**config.mk**
```make
export PLATFORM = sky130hd
export DESIGN_NAME = radix_digit_string_converter_unit
export DESIGN_NICKNAME = d
export VERILOG_FILES = /design/src/sv/rdsc_pkg.sv /design/src/sv/radix_digit_string_converter_unit.sv /design/src/sv/rdsc_div.sv /design/src/sv/rdsc_buf.sv
export SDC_FILE = /design/constraint.sdc
export NUM_CORES = 1
export LEC_CHECK = 0
export ABC_AREA = 1
export BUFFER_PORTS_ARGS = -buffer_cell sky130_fd_sc_hd__buf_2
export CAP_MARGIN = 20
export CORE_UTILIZATION = 50
export CTS_CLUSTER_SIZE = 25
export DETAILED_ROUTE_END_ITERATION = 8
export PLACE_DENSITY = 0.72
export SLEW_MARGIN = 20
export SYNTH_ARGS = -nofsm -noshare
export SYNTH_HDL_FRONTEND = slang
export SYNTH_SLANG_ARGS = --single-unit
```
**constraint.sdc**
```tcl
create_clock -name i_clk -period 18.34 [get_ports i_clk]
set_clock_uncertainty 0.1 [all_clocks]
set_input_delay 2.751 -clock i_clk [delete_from_list [all_inputs] [get_ports i_clk]]
set_output_delay 2.751 -clock i_clk [all_outputs]
set_load 0.02 [all_outputs]
```
**src/sv/rdsc_pkg.sv**
```systemverilog
`timescale 1ns / 1ps
// ----------------------------------------------------------------------------
// rdsc_pkg: shared types and constants of the radix digit string converter
// Holds datapath widths, radix limits, register index codes, character
// constants, the controller state type and the divider status type.
// ----------------------------------------------------------------------------
package rdsc_pkg;

    // Datapath widths
    localparam int VALUE_BITS = 63;
    localparam int CNT_W      = $clog2(VALUE_BITS);
    localparam int BUF_DEPTH  = 64;
    localparam int ADDR_W     = $clog2(BUF_DEPTH);
    localparam int COUNT_W    = ADDR_W + 1;
    localparam int DIG_W      = 6;
    localparam int CHAR_W     = 7;
    localparam int CFG_W      = 6;

    // Radix limits and reset value
    localparam logic [DIG_W-1:0] RADIX_MIN   = DIG_W'(2);
    localparam logic [DIG_W-1:0] RADIX_MAX   = DIG_W'(36);
    localparam logic [DIG_W-1:0] RADIX_RESET = DIG_W'(10);
    localparam logic [DIG_W-1:0] DIGIT_TEN   = DIG_W'(10);

    // Character bases; letter bases already have ten taken off
    localparam logic [CHAR_W-1:0] CHAR_ZERO     = CHAR_W'(48);
    localparam logic [CHAR_W-1:0] CHAR_UPPER_10 = CHAR_W'(65 - 10);
    localparam logic [CHAR_W-1:0] CHAR_LOWER_10 = CHAR_W'(97 - 10);

    // Configuration register indexes
    typedef enum logic {
        CFG_RADIX = 1'b0,
        CFG_UPPER = 1'b1
    } t_cfg_idx;

    // Controller states
    typedef enum logic [1:0] {
        ST_IDLE,
        ST_DIV,
        ST_RD,
        ST_OUT
    } t_state;

    // Divider status toward the controller
    typedef struct packed {
        logic busy;
        logic done;
    } t_div_stat;

endpackage

```
**src/sv/radix_digit_string_converter_unit.sv**
```systemverilog
`timescale 1ns / 1ps
// ----------------------------------------------------------------------------
// radix_digit_string_converter_unit: integer to base-N digit string
// Converts an unsigned value into its digits in a base of 2 to 36, emitted
// most significant first with ASCII character and a last-digit flag.
//
//   channel  | handshake                        | payload
//   ---------+----------------------------------+-------------------------------
//   value in | i_value_valid / o_value_ready    | i_value[62:0]
//   digit out| o_digit_valid / i_digit_ready    | o_digit_value, o_digit_char,
//            |                                  | o_last_digit
//   config   | i_cfg_we (no wait)               | i_cfg_addr, i_cfg_data
//
// Each digit comes from the bit-serial divider (one quotient bit per cycle
// over 63 bits); the value zero skips the divider and is stored as the
// single digit zero.
// Digits are emitted through a registered buffer read.
// Reset is synchronous, active low: radix returns to 10, lower-case letters.
// A stalled output holds its digit; no new value is taken until the last
// digit of the current one has been delivered.
// ----------------------------------------------------------------------------
module radix_digit_string_converter_unit
    import rdsc_pkg::*;
(
    input  logic                  i_clk,
    input  logic                  i_rst_n,
    // Configuration write port
    input  logic                  i_cfg_we,
    input  logic                  i_cfg_addr,
    input  logic [CFG_W-1:0]      i_cfg_data,
    // Value input
    input  logic                  i_value_valid,
    output logic                  o_value_ready,
    input  logic [VALUE_BITS-1:0] i_value,
    // Digit output
    output logic                  o_digit_valid,
    input  logic                  i_digit_ready,
    output logic [DIG_W-1:0]      o_digit_value,
    output logic [CHAR_W-1:0]     o_digit_char,
    output logic                  o_last_digit
);

    t_state                r_state, n_state;
    logic [DIG_W-1:0]      r_radix;
    logic                  r_upper;
    logic [COUNT_W-1:0]    r_count, n_count;
    logic [ADDR_W-1:0]     r_ptr, n_ptr;

    logic [DIG_W-1:0]      s_base;
    logic                  s_in_acc;
    logic                  s_out_acc;
    logic                  s_in_zero;
    logic                  s_quo_zero;

    logic                  s_div_start;
    logic [VALUE_BITS-1:0] s_div_dividend;
    t_div_stat             s_div_stat;
    logic [VALUE_BITS-1:0] s_div_quo;
    logic [DIG_W-1:0]      s_div_rem;

    logic                  s_buf_we;
    logic [ADDR_W-1:0]     s_buf_waddr;
    logic [DIG_W-1:0]      s_buf_wdata;
    logic                  s_buf_re;
    logic [DIG_W-1:0]      s_buf_rdata;

    // Configuration registers
    always_ff @(posedge i_clk) begin
        if (!i_rst_n) begin
            r_radix <= RADIX_RESET;
            r_upper <= 1'b0;
        end else if (i_cfg_we) begin
            unique case (t_cfg_idx'(i_cfg_addr))
                CFG_RADIX: r_radix <= i_cfg_data;
                CFG_UPPER: r_upper <= i_cfg_data[0];
                default:   r_radix <= r_radix;
            endcase
        end
    end

    // Clamp the base into the supported range
    always_comb begin
        if (r_radix < RADIX_MIN) begin
            s_base = RADIX_MIN;
        end else if (r_radix > RADIX_MAX) begin
            s_base = RADIX_MAX;
        end else begin
            s_base = r_radix;
        end
    end

    assign s_in_acc   = i_value_valid && o_value_ready;
    assign s_out_acc  = o_digit_valid && i_digit_ready;
    assign s_in_zero  = (i_value == '0);
    assign s_quo_zero = (s_div_quo == '0);

    // Next state
    always_comb begin
        n_state = r_state;
        unique case (r_state)
            ST_IDLE: begin
                if (s_in_acc) begin
                    n_state = s_in_zero ? ST_RD : ST_DIV;
                end
            end
            ST_DIV: begin
                if (s_div_stat.done && s_quo_zero) begin
                    n_state = ST_RD;
                end
            end
            ST_RD: begin
                n_state = ST_OUT;
            end
            ST_OUT: begin
                if (s_out_acc) begin
                    n_state = (r_ptr == '0) ? ST_IDLE : ST_RD;
                end
            end
            default: n_state = ST_IDLE;
        endcase
    end

    // Controller outputs and counters
    always_comb begin
        o_value_ready  = 1'b0;
        o_digit_valid  = 1'b0;
        s_div_start    = 1'b0;
        s_div_dividend = s_div_quo;
        s_buf_we       = 1'b0;
        s_buf_waddr    = r_count[ADDR_W-1:0];
        s_buf_wdata    = s_div_rem;
        s_buf_re       = 1'b0;
        n_count        = r_count;
        n_ptr          = r_ptr;
        unique case (r_state)
            ST_IDLE: begin
                o_value_ready  = 1'b1;
                s_div_dividend = i_value;
                if (s_in_acc) begin
                    if (s_in_zero) begin
                        // Zero gives the single digit zero, stored at the bottom
                        s_buf_we    = 1'b1;
                        s_buf_waddr = '0;
                        s_buf_wdata = '0;
                        n_count     = COUNT_W'(1);
                        n_ptr       = '0;
                    end else begin
                        s_div_start = 1'b1;
                        n_count     = '0;
                    end
                end
            end
            ST_DIV: begin
                if (s_div_stat.done) begin
                    s_buf_we    = 1'b1;
                    n_count     = r_count + COUNT_W'(1);
                    n_ptr       = r_count[ADDR_W-1:0];
                    s_div_start = !s_quo_zero;
                end
            end
            ST_RD: begin
                s_buf_re = 1'b1;
            end
            ST_OUT: begin
                o_digit_valid = 1'b1;
                if (s_out_acc && (r_ptr != '0)) begin
                    n_ptr = r_ptr - ADDR_W'(1);
                end
            end
            default: begin
                o_value_ready = 1'b0;
            end
        endcase
    end

    // Control registers
    always_ff @(posedge i_clk) begin
        if (!i_rst_n) begin
            r_state <= ST_IDLE;
            r_count <= '0;
            r_ptr   <= '0;
        end else begin
            r_state <= n_state;
            r_count <= n_count;
            r_ptr   <= n_ptr;
        end
    end

    rdsc_div u_div (
        .i_clk       (i_clk),
        .i_rst_n     (i_rst_n),
        .i_start     (s_div_start),
        .i_dividend  (s_div_dividend),
        .i_base      (s_base),
        .o_stat      (s_div_stat),
        .o_quotient  (s_div_quo),
        .o_remainder (s_div_rem)
    );

    rdsc_buf u_buf (
        .i_clk   (i_clk),
        .i_we    (s_buf_we),
        .i_waddr (s_buf_waddr),
        .i_wdata (s_buf_wdata),
        .i_re    (s_buf_re),
        .i_raddr (r_ptr),
        .o_rdata (s_buf_rdata)
    );

    // Map the digit to its character
    always_comb begin
        o_digit_value = s_buf_rdata;
        if (s_buf_rdata < DIGIT_TEN) begin
            o_digit_char = CHAR_ZERO + CHAR_W'(s_buf_rdata);
        end else if (r_upper) begin
            o_digit_char = CHAR_UPPER_10 + CHAR_W'(s_buf_rdata);
        end else begin
            o_digit_char = CHAR_LOWER_10 + CHAR_W'(s_buf_rdata);
        end
        o_last_digit = (r_ptr == '0);
    end

    // A shown digit is always below the active base
    a_digit_in_base: assert property (@(posedge i_clk) disable iff (!i_rst_n)
        o_digit_valid |-> (o_digit_value < s_base))
        else $error("digit not below base");

    // The divider only finishes while the controller is dividing
    a_done_in_div: assert property (@(posedge i_clk) disable iff (!i_rst_n)
        s_div_stat.done |-> (r_state == ST_DIV))
        else $error("divider done outside division");

    // Digit count never exceeds the input width
    a_count_bound: assert property (@(posedge i_clk) disable iff (!i_rst_n)
        r_count <= COUNT_W'(VALUE_BITS))
        else $error("digit count overflow");

    // An accepted output with the last flag returns the unit to idle
    a_last_to_idle: assert property (@(posedge i_clk) disable iff (!i_rst_n)
        (o_digit_valid && i_digit_ready && o_last_digit) |=> o_value_ready)
        else $error("not idle after last digit");

endmodule

```
**src/sv/rdsc_div.sv**
```systemverilog
`timescale 1ns / 1ps
// ----------------------------------------------------------------------------
// rdsc_div: bit-serial restoring divider
// Divides the dividend by a small base, one quotient bit per cycle, MSB first.
// Quotient and remainder are valid in the cycle that done is high.
// ----------------------------------------------------------------------------
module rdsc_div
    import rdsc_pkg::*;
(
    input  logic                  i_clk,
    input  logic                  i_rst_n,
    input  logic                  i_start,
    input  logic [VALUE_BITS-1:0] i_dividend,
    input  logic [DIG_W-1:0]      i_base,
    output t_div_stat             o_stat,
    output logic [VALUE_BITS-1:0] o_quotient,
    output logic [DIG_W-1:0]      o_remainder
);

    logic [VALUE_BITS-1:0] r_quo;
    logic [DIG_W-1:0]      r_rem;
    logic [CNT_W-1:0]      r_cnt;
    logic                  r_busy;
    logic                  r_done;

    logic [DIG_W:0]        s_trial;
    logic                  s_qbit;
    logic [DIG_W:0]        s_rem_next;

    // Shift in the next dividend bit and try one subtract
    always_comb begin
        s_trial    = {r_rem, r_quo[VALUE_BITS-1]};
        s_qbit     = (s_trial >= {1'b0, i_base});
        s_rem_next = s_qbit ? (s_trial - {1'b0, i_base}) : s_trial;
    end

    // Control: load, count bits, flag completion
    always_ff @(posedge i_clk) begin
        if (!i_rst_n) begin
            r_busy <= 1'b0;
            r_done <= 1'b0;
            r_cnt  <= '0;
        end else if (i_start) begin
            r_busy <= 1'b1;
            r_done <= 1'b0;
            r_cnt  <= '0;
        end else if (r_busy) begin
            r_cnt <= r_cnt + CNT_W'(1);
            if (r_cnt == CNT_W'(VALUE_BITS - 1)) begin
                r_busy <= 1'b0;
                r_done <= 1'b1;
            end
        end else begin
            r_done <= 1'b0;
        end
    end

    // Datapath: quotient shifts in, remainder stays below the base
    always_ff @(posedge i_clk) begin
        if (i_start) begin
            r_quo <= i_dividend;
            r_rem <= '0;
        end else if (r_busy) begin
            r_quo <= {r_quo[VALUE_BITS-2:0], s_qbit};
            r_rem <= s_rem_next[DIG_W-1:0];
        end
    end

    assign o_stat.busy = r_busy;
    assign o_stat.done = r_done;
    assign o_quotient  = r_quo;
    assign o_remainder = r_rem;

endmodule

```
**src/sv/rdsc_buf.sv**
```systemverilog
`timescale 1ns / 1ps
// ----------------------------------------------------------------------------
// rdsc_buf: digit buffer
// One write port and one registered read port over the stored digits.
// ----------------------------------------------------------------------------
module rdsc_buf
    import rdsc_pkg::*;
(
    input  logic              i_clk,
    input  logic              i_we,
    input  logic [ADDR_W-1:0] i_waddr,
    input  logic [DIG_W-1:0]  i_wdata,
    input  logic              i_re,
    input  logic [ADDR_W-1:0] i_raddr,
    output logic [DIG_W-1:0]  o_rdata
);

    logic [DIG_W-1:0] r_mem [BUF_DEPTH];
    logic [DIG_W-1:0] r_rdata;

    // Write port
    always_ff @(posedge i_clk) begin
        if (i_we) begin
            r_mem[i_waddr] <= i_wdata;
        end
    end

    // Registered read port
    always_ff @(posedge i_clk) begin
        if (i_re) begin
            r_rdata <= r_mem[i_raddr];
        end
    end

    assign o_rdata = r_rdata;

endmodule
```
# After elaboration in Yosys (flattened, before gate mapping)
# Memory sizes are Yosys's and may differ from the RTL's. A register that Yosys moved wholly into a read port is not among the register bits.
# Index checks and enable logic that the tools add are counted.
[totals]
ff_bits = 99
output_inout_bits = 16
word_cells = 102
mem_bits_rw = 384
input_bits = 75
memories = 1
[classes]
n_addsub = 7
n_lt_le_gt_ge = 4
bitwise_logic = 3
eq_ne = 11
reduce_logical = 21
muxes = 45
[memory_table]
columns = ["name", "words", "width", "rd", "rd_clocked_by_memory_dff", "write_ports", "line", "source"]
rows = [
  ["u_buf.r_mem", 64, 6, 1, 1, 1, "rdsc_buf.sv:18", "logic [DIG_W-1:0] r_mem [BUF_DEPTH];"],
]
[op_table]
columns = ["op", "n"]
rows = [
  ["two-way mux 63 bit", 3],
  ["zero test 63 bit", 2],
  ["two-way mux 6 bit", 13],
  ["two-way mux 7 bit", 4],
  ["case mux 6 bit (3 select lines)", 1],
  ["two-way mux 1 bit", 15],
  ["adder 6 x 6 -> 7 bit, first input constant", 2],
  ["case mux 7 bit (2 select lines)", 1],
  ["two-way mux 2 bit", 5],
  ["inequality test 2 bit, second input constant", 5],
  ["case mux 2 bit (4 select lines)", 1],
  ["adder 7 x 1 -> 7 bit, second input constant", 1],
  ["adder 7 x 6 -> 7 bit, first input constant", 1],
  ["greater-or-equal comparator 7 x 6 -> 1 bit", 1],
  ["adder 6 x 1 -> 6 bit, second input constant", 1],
  ["== test 6 bit, second input constant", 1],
  ["greater-than comparator 6 bit, second input constant", 1],
  ["zero test 6 bit", 1],
  ["< comparator 6 x 2 -> 1 bit, second input constant", 1],
  ["< comparator 6 x 4 -> 1 bit, second input constant", 1],
  ["AND reduction 2 bit", 3],
  ["AND reduction 3 bit", 2],
  ["nonzero test 6 bit", 1],
  ["subtractor 6 x 1 -> 6 bit, second input constant", 1],
  ["14 further kinds", 23],
]

# Longest topological paths before layout
[depth]
depth_word = 7
ltp_mapped = 14
depth_no_buf = 13

# Modules after synthesis
# From an unflattened synthesis, not the netlist that was laid out.
[hier_totals]
hier_cells = 2355
hier_area_um2 = 22437.8
[modules_own_cells]
columns = ["mod", "area_per_inst_um2", "seq_area_each_um2", "cells_each", "instances"]
rows = [
  ["rdsc_buf", 15990.3, 11711.2, 1376, 1],
  ["rdsc_div", 3713.6, 2172.1, 412, 1],
  ["radix_digit_string_converter_unit", 2733.9, 420.4, 567, 1],
]

# Least setup slack after synthesis
# Ideal clock, no wire load.
[synth_timing]
path_kind = "input to register"
start = "in i_value[54]"
end = "reg u_div.r_quo[0] (netlist: u_div.o_quotient[0]) (enable)"
t_arrival_ns = 8.046
required_time_ns = 17.669
cell_stages = 10
slack_ns = 9.623
path_buffers = 1
setup_ns = 0.571
cell_sequence = "nor2_1 > nand2_1 > nor2_1 > nand2_1 > nor2_4 > nand2_2 > nand2_4 > nand2_4 > buf_2 > o21ai_0"
[synth_via]
elab_chain_cells = 6
word_cells_on_any_way = 7
classes_between = "eq/ne (1); mux (3); reduce/logical (3)"
[synth_rtl]
columns = ["element", "line", "source"]
rows = [
  ["start: declaration", "radix_digit_string_converter_unit.sv:34", "input logic [VALUE_BITS-1:0] i_value,"],
  ["zero test 63 bit (*)", "radix_digit_string_converter_unit.sv:94", "assign s_in_zero = (i_value == '0);"],
  ["two-way mux 1 bit (*)", "radix_digit_string_converter_unit.sv:140", "if (s_in_zero) begin"],
  ["two-way mux 1 bit (*)", "radix_digit_string_converter_unit.sv:139", "if (s_in_acc) begin"],
  ["case mux 1 bit (2 select lines) (*)", "radix_digit_string_converter_unit.sv:135", "unique case (r_state)"],
  ["inequality test 2 x 1 -> 1 bit (no source line) or nonzero test 2 bit (tied branches)", "-", ""],
  ["AND reduction 2 bit (no source line) (*)", "-", ""],
  ["end signal: assignment", "rdsc_div.sv:61", "r_quo <= i_dividend;"],
  ["end signal: assignment", "rdsc_div.sv:64", "r_quo <= {r_quo[VALUE_BITS-2:0], s_qbit};"],
  ["end: declaration", "rdsc_div.sv:20", "logic [VALUE_BITS-1:0] r_quo;"],
]
# Every way passes the cells marked *; elsewhere a longest branch is shown, timed or not.
# A chain may end at the register's enable or synchronous reset.

# Worst setup path after layout
[layout_timing]
start = "reg r_ptr[0]"
end = "out o_last_digit"
[layout_via]
elab_chain_cells = 1
[layout_rtl]
columns = ["element", "line", "source"]
rows = [
  ["start: declaration", "radix_digit_string_converter_unit.sv:47", "logic [ADDR_W-1:0] r_ptr, n_ptr;"],
  ["start signal: assignment", "radix_digit_string_converter_unit.sv:185", "r_ptr <= n_ptr;"],
  ["zero test 6 bit", "radix_digit_string_converter_unit.sv:220", "o_last_digit = (r_ptr == '0);"],
  ["end: declaration", "radix_digit_string_converter_unit.sv:40", "output logic o_last_digit"],
]
# Every way passes these cells.

==> results.txt <==
Cell Area, Synth = 21700 µm²
routed len/inst = 19.0 µm
Leak = 8.76 nW
worst path cell trace = inv_4, ha_1, nand3_1, nor3_1, buf_2
Syn. warnings = 0
cts repair resizes = 0
EDFF count, synth = 453
# port buffers = 90
status = finished clean
First-pass DRT Iterations = 5
NetSw = 0.796 mW
slowest cell delay on critical path = 0.53 ns
largest net degree at the start of global routing = 99
DR DRC count = 0
Gate power share = 0.171
endpoint class of the critical path = primary output
area occupied by registers = 14300 µm²
Switching Share = 0.285
achievable frequency = 193 MHz
grt ovf = 0
setup TNS = 0 ns
first-pass GRT wire length = 80.7 mm
max-slew violation count = 0
worst path required time = 15.49 ns
Die Span Y = 210 µm
via count = 15200
clk sinks = 488
TritonCTS clock tree = built
insertion delay to the later sink of the worst-skew pair = 0.59 ns
area of the multi-input gates = 6250 µm²
worst rel slew slack = 0.389
clock power share = 0.330
GP Congestion = 0.879
Syn Nets = 2141
DIE AREA = 44100 µm²
Post-Route WL = 51.7 mm
Via density = 5.59
Seq/Total Area, Yosys = 0.661
Post-CTS Setup Inserts = 0
Fill cells = 3436
RSZ-0062 raised after global routing = false
drt initial violations = 1677
worst slew pin tran = 0.916 ns
kind of critical path = reg -> out
Worst path slowest cell = dfxtp_4
CP Data Arrival Time = 2.33 ns
Hold Buf Count CTS = 0
H-tree depth = 2
Core Footprint = 42300 µm²
Critical Path Fanout Max = 64
max_cap viols = 0
Synth Flop Type = edfxtp_1
Num CTS Buffers = 49
final hold vios = 0
Setup-failing EPs final = 0
placed cell areas = 22400 µm²
Post-Syn Area per Cell = 10.6 µm²
clock-pin slew on the worst setup and hold paths = 0.06 ns
Site Rows = 75
ys async rst share = 0
fin area = 23900 µm²
vias in the first global route = 14900
P_int = 2.00 mW
root buf cell = clkbuf_16
Hold Path Class = reg -> reg
post-DP HPWL = 31.3 mm
initial core utilization = 0.512
Max clock buf depth = 3
number of inserted diodes = 0
Critical Path Start Type = flop
crit path time final = 5.18 ns
initial antenna violation count = 0
Tot GR Track Use = 0.238
Unique masters post-synth = 48
Flop pwr share = 0.500
P per Cell Area = 117 nW/µm²
share of layout cells above drive strength 1 = 0.119
antenna viol nets, final = 0
Yosys reg bits = 488
Layout Nets = 2198
period utilization = 0.283
P&R area growth vs syn = 10.3%
I/O pin total = 91
die width = 210 µm
post-synthesis cell count = 2052
Peak VDD IR = 0.0841 mV
[worst max-delay path: cells and delay by family (launching register included)]
kind / cells / cell delay, ns
adders and majority gates: 1 / 0.26
DFF: 1 / 0.53
and+or+nand+nor: 2 / 0.40
buffers and inverters: 2 / 0.55
[final cells by class]
class                   instances  area share
clock buffers                  64      0.0563
clock inverters                22     0.00498
inverters                     141      0.0225
multi-input cells            1320       0.262
flip-flops and latches        488       0.599
well taps                     577      0.0302
repair buffers                109      0.0248
[cells in the final DEF (no fill, tap or decap), drive strengths merged, types with 2 or more instances in the layout]
cell type  netlist  final
o31ai            5      5
clkbuf          35     64
o21ai          216    216
ha              13     13
inv            139    141
or2              2      2
o211ai          34     34
nand2          416    416
nand3          144    144
clkinvlp         0      3
o22ai           19     19
a211oi           2      2
nor3             4      4
xor2             9      9
nor2           369    369
a21oi           50     50
buf             68    109
dfxtp           35     35
edfxtp         453    453
xnor2            3      3
nand4           25     25
clkinv           2     19
[through the flow]
stage	std cells	setup slack, ns	hold WS, ns	utilization	power [mW]
6_report	2721	13.16	0.383	0.564	2.80
5_1_grt	2721	13.02	0.413	0.564	2.90
4_1_cts	2721	13.13	0.387	0.564	2.81
3_5_place_dp	2635	12.65	0.379	0.530	1.89
3_3_place_gp	2635	12.69	0.360	0.530	1.89
2_1_floorplan	2052	9.62	0.342	-	1.72
[worst paths after layout]
kind / start / end / slack (ns) / depth (start not counted)
worst max-delay path: r_ptr[0]$_SDFFE_PN0P_ / o_last_digit / 13.16 / 5
worst min-delay path: r_radix[0]$_SDFFE_PN0P_ / r_radix[0]$_SDFFE_PN0P_ / 0.38 / 2
worst max register to register: r_ptr[0]$_SDFFE_PN0P_ / u_buf.o_rdata[5]$_DFFE_PP_ / 14.60 / 11
worst min register to register: r_radix[0]$_SDFFE_PN0P_ / r_radix[0]$_SDFFE_PN0P_ / 0.38 / 2
[state kept, by name (all words and copies together), names as in the netlist, 2 cells and up]
| register | count |
|---|---|
| r_count | 6 |
| r_ptr | 6 |
| r_radix | 6 |
| r_state | 2 |
| u_buf.o_rdata | 6 |
| u_buf.r_mem | 384 |
| u_div.o_quotient | 63 |
| u_div.o_remainder | 6 |
| u_div.r_cnt | 6 |
[power by group through the flow]
stage	Clock (mW)	Sequential, mW	Combinational, mW
CTS	0.935	1.40	0.475
finish	0.922	1.40	0.477
global placement	0	1.42	0.467
detailed placement	0	1.42	0.473
floorplan	0	1.41	0.312
global route	0.974	1.40	0.527
[per-layer routing]
layer	vias up	GRT usage	wire [µm]
met4	0	0.116	2210
met2	668	0.385	24500
met1	7215	0.315	20900
li1	7188	-	-
met3	148	0.0358	4160
met5	-	0	0
[synthesized netlist by cell type (15+ instances only)]
| cell type | number | share of area |
|---|---|---|
| dfxtp_1 | 35 | 0.032 |
| nor2_2 | 15 | 0.0043 |
| o22ai_1 | 19 | 0.0055 |
| o211ai_1 | 34 | 0.012 |
| nand2_1 | 405 | 0.070 |
| nand3_1 | 137 | 0.032 |
| buf_2 | 40 | 0.0092 |
| o21ai_1 | 50 | 0.012 |
| o21ai_0 | 152 | 0.035 |
| nor2_1 | 350 | 0.061 |
| inv_1 | 132 | 0.023 |
| edfxtp_1 | 453 | 0.63 |
| a21oi_1 | 44 | 0.010 |
| nand4_1 | 24 | 0.0069 |
| clkbuf_1 | 35 | 0.0061 |
[kinds of logic (layout without fill, tap and decap cells)]
logic type / Yosys count / count (layout) / synth area share
simple gates: 962 / 962 / 0.187
flops: 488 / 488 / 0.661
compound gates: 332 / 332 / 0.0882
buf+inv: 244 / 336 / 0.0510
fa+ha+maj: 14 / 14 / 0.00844
xor+xnor: 12 / 12 / 0.00485
No activity file was read; power rests on OpenSTA's default activity.
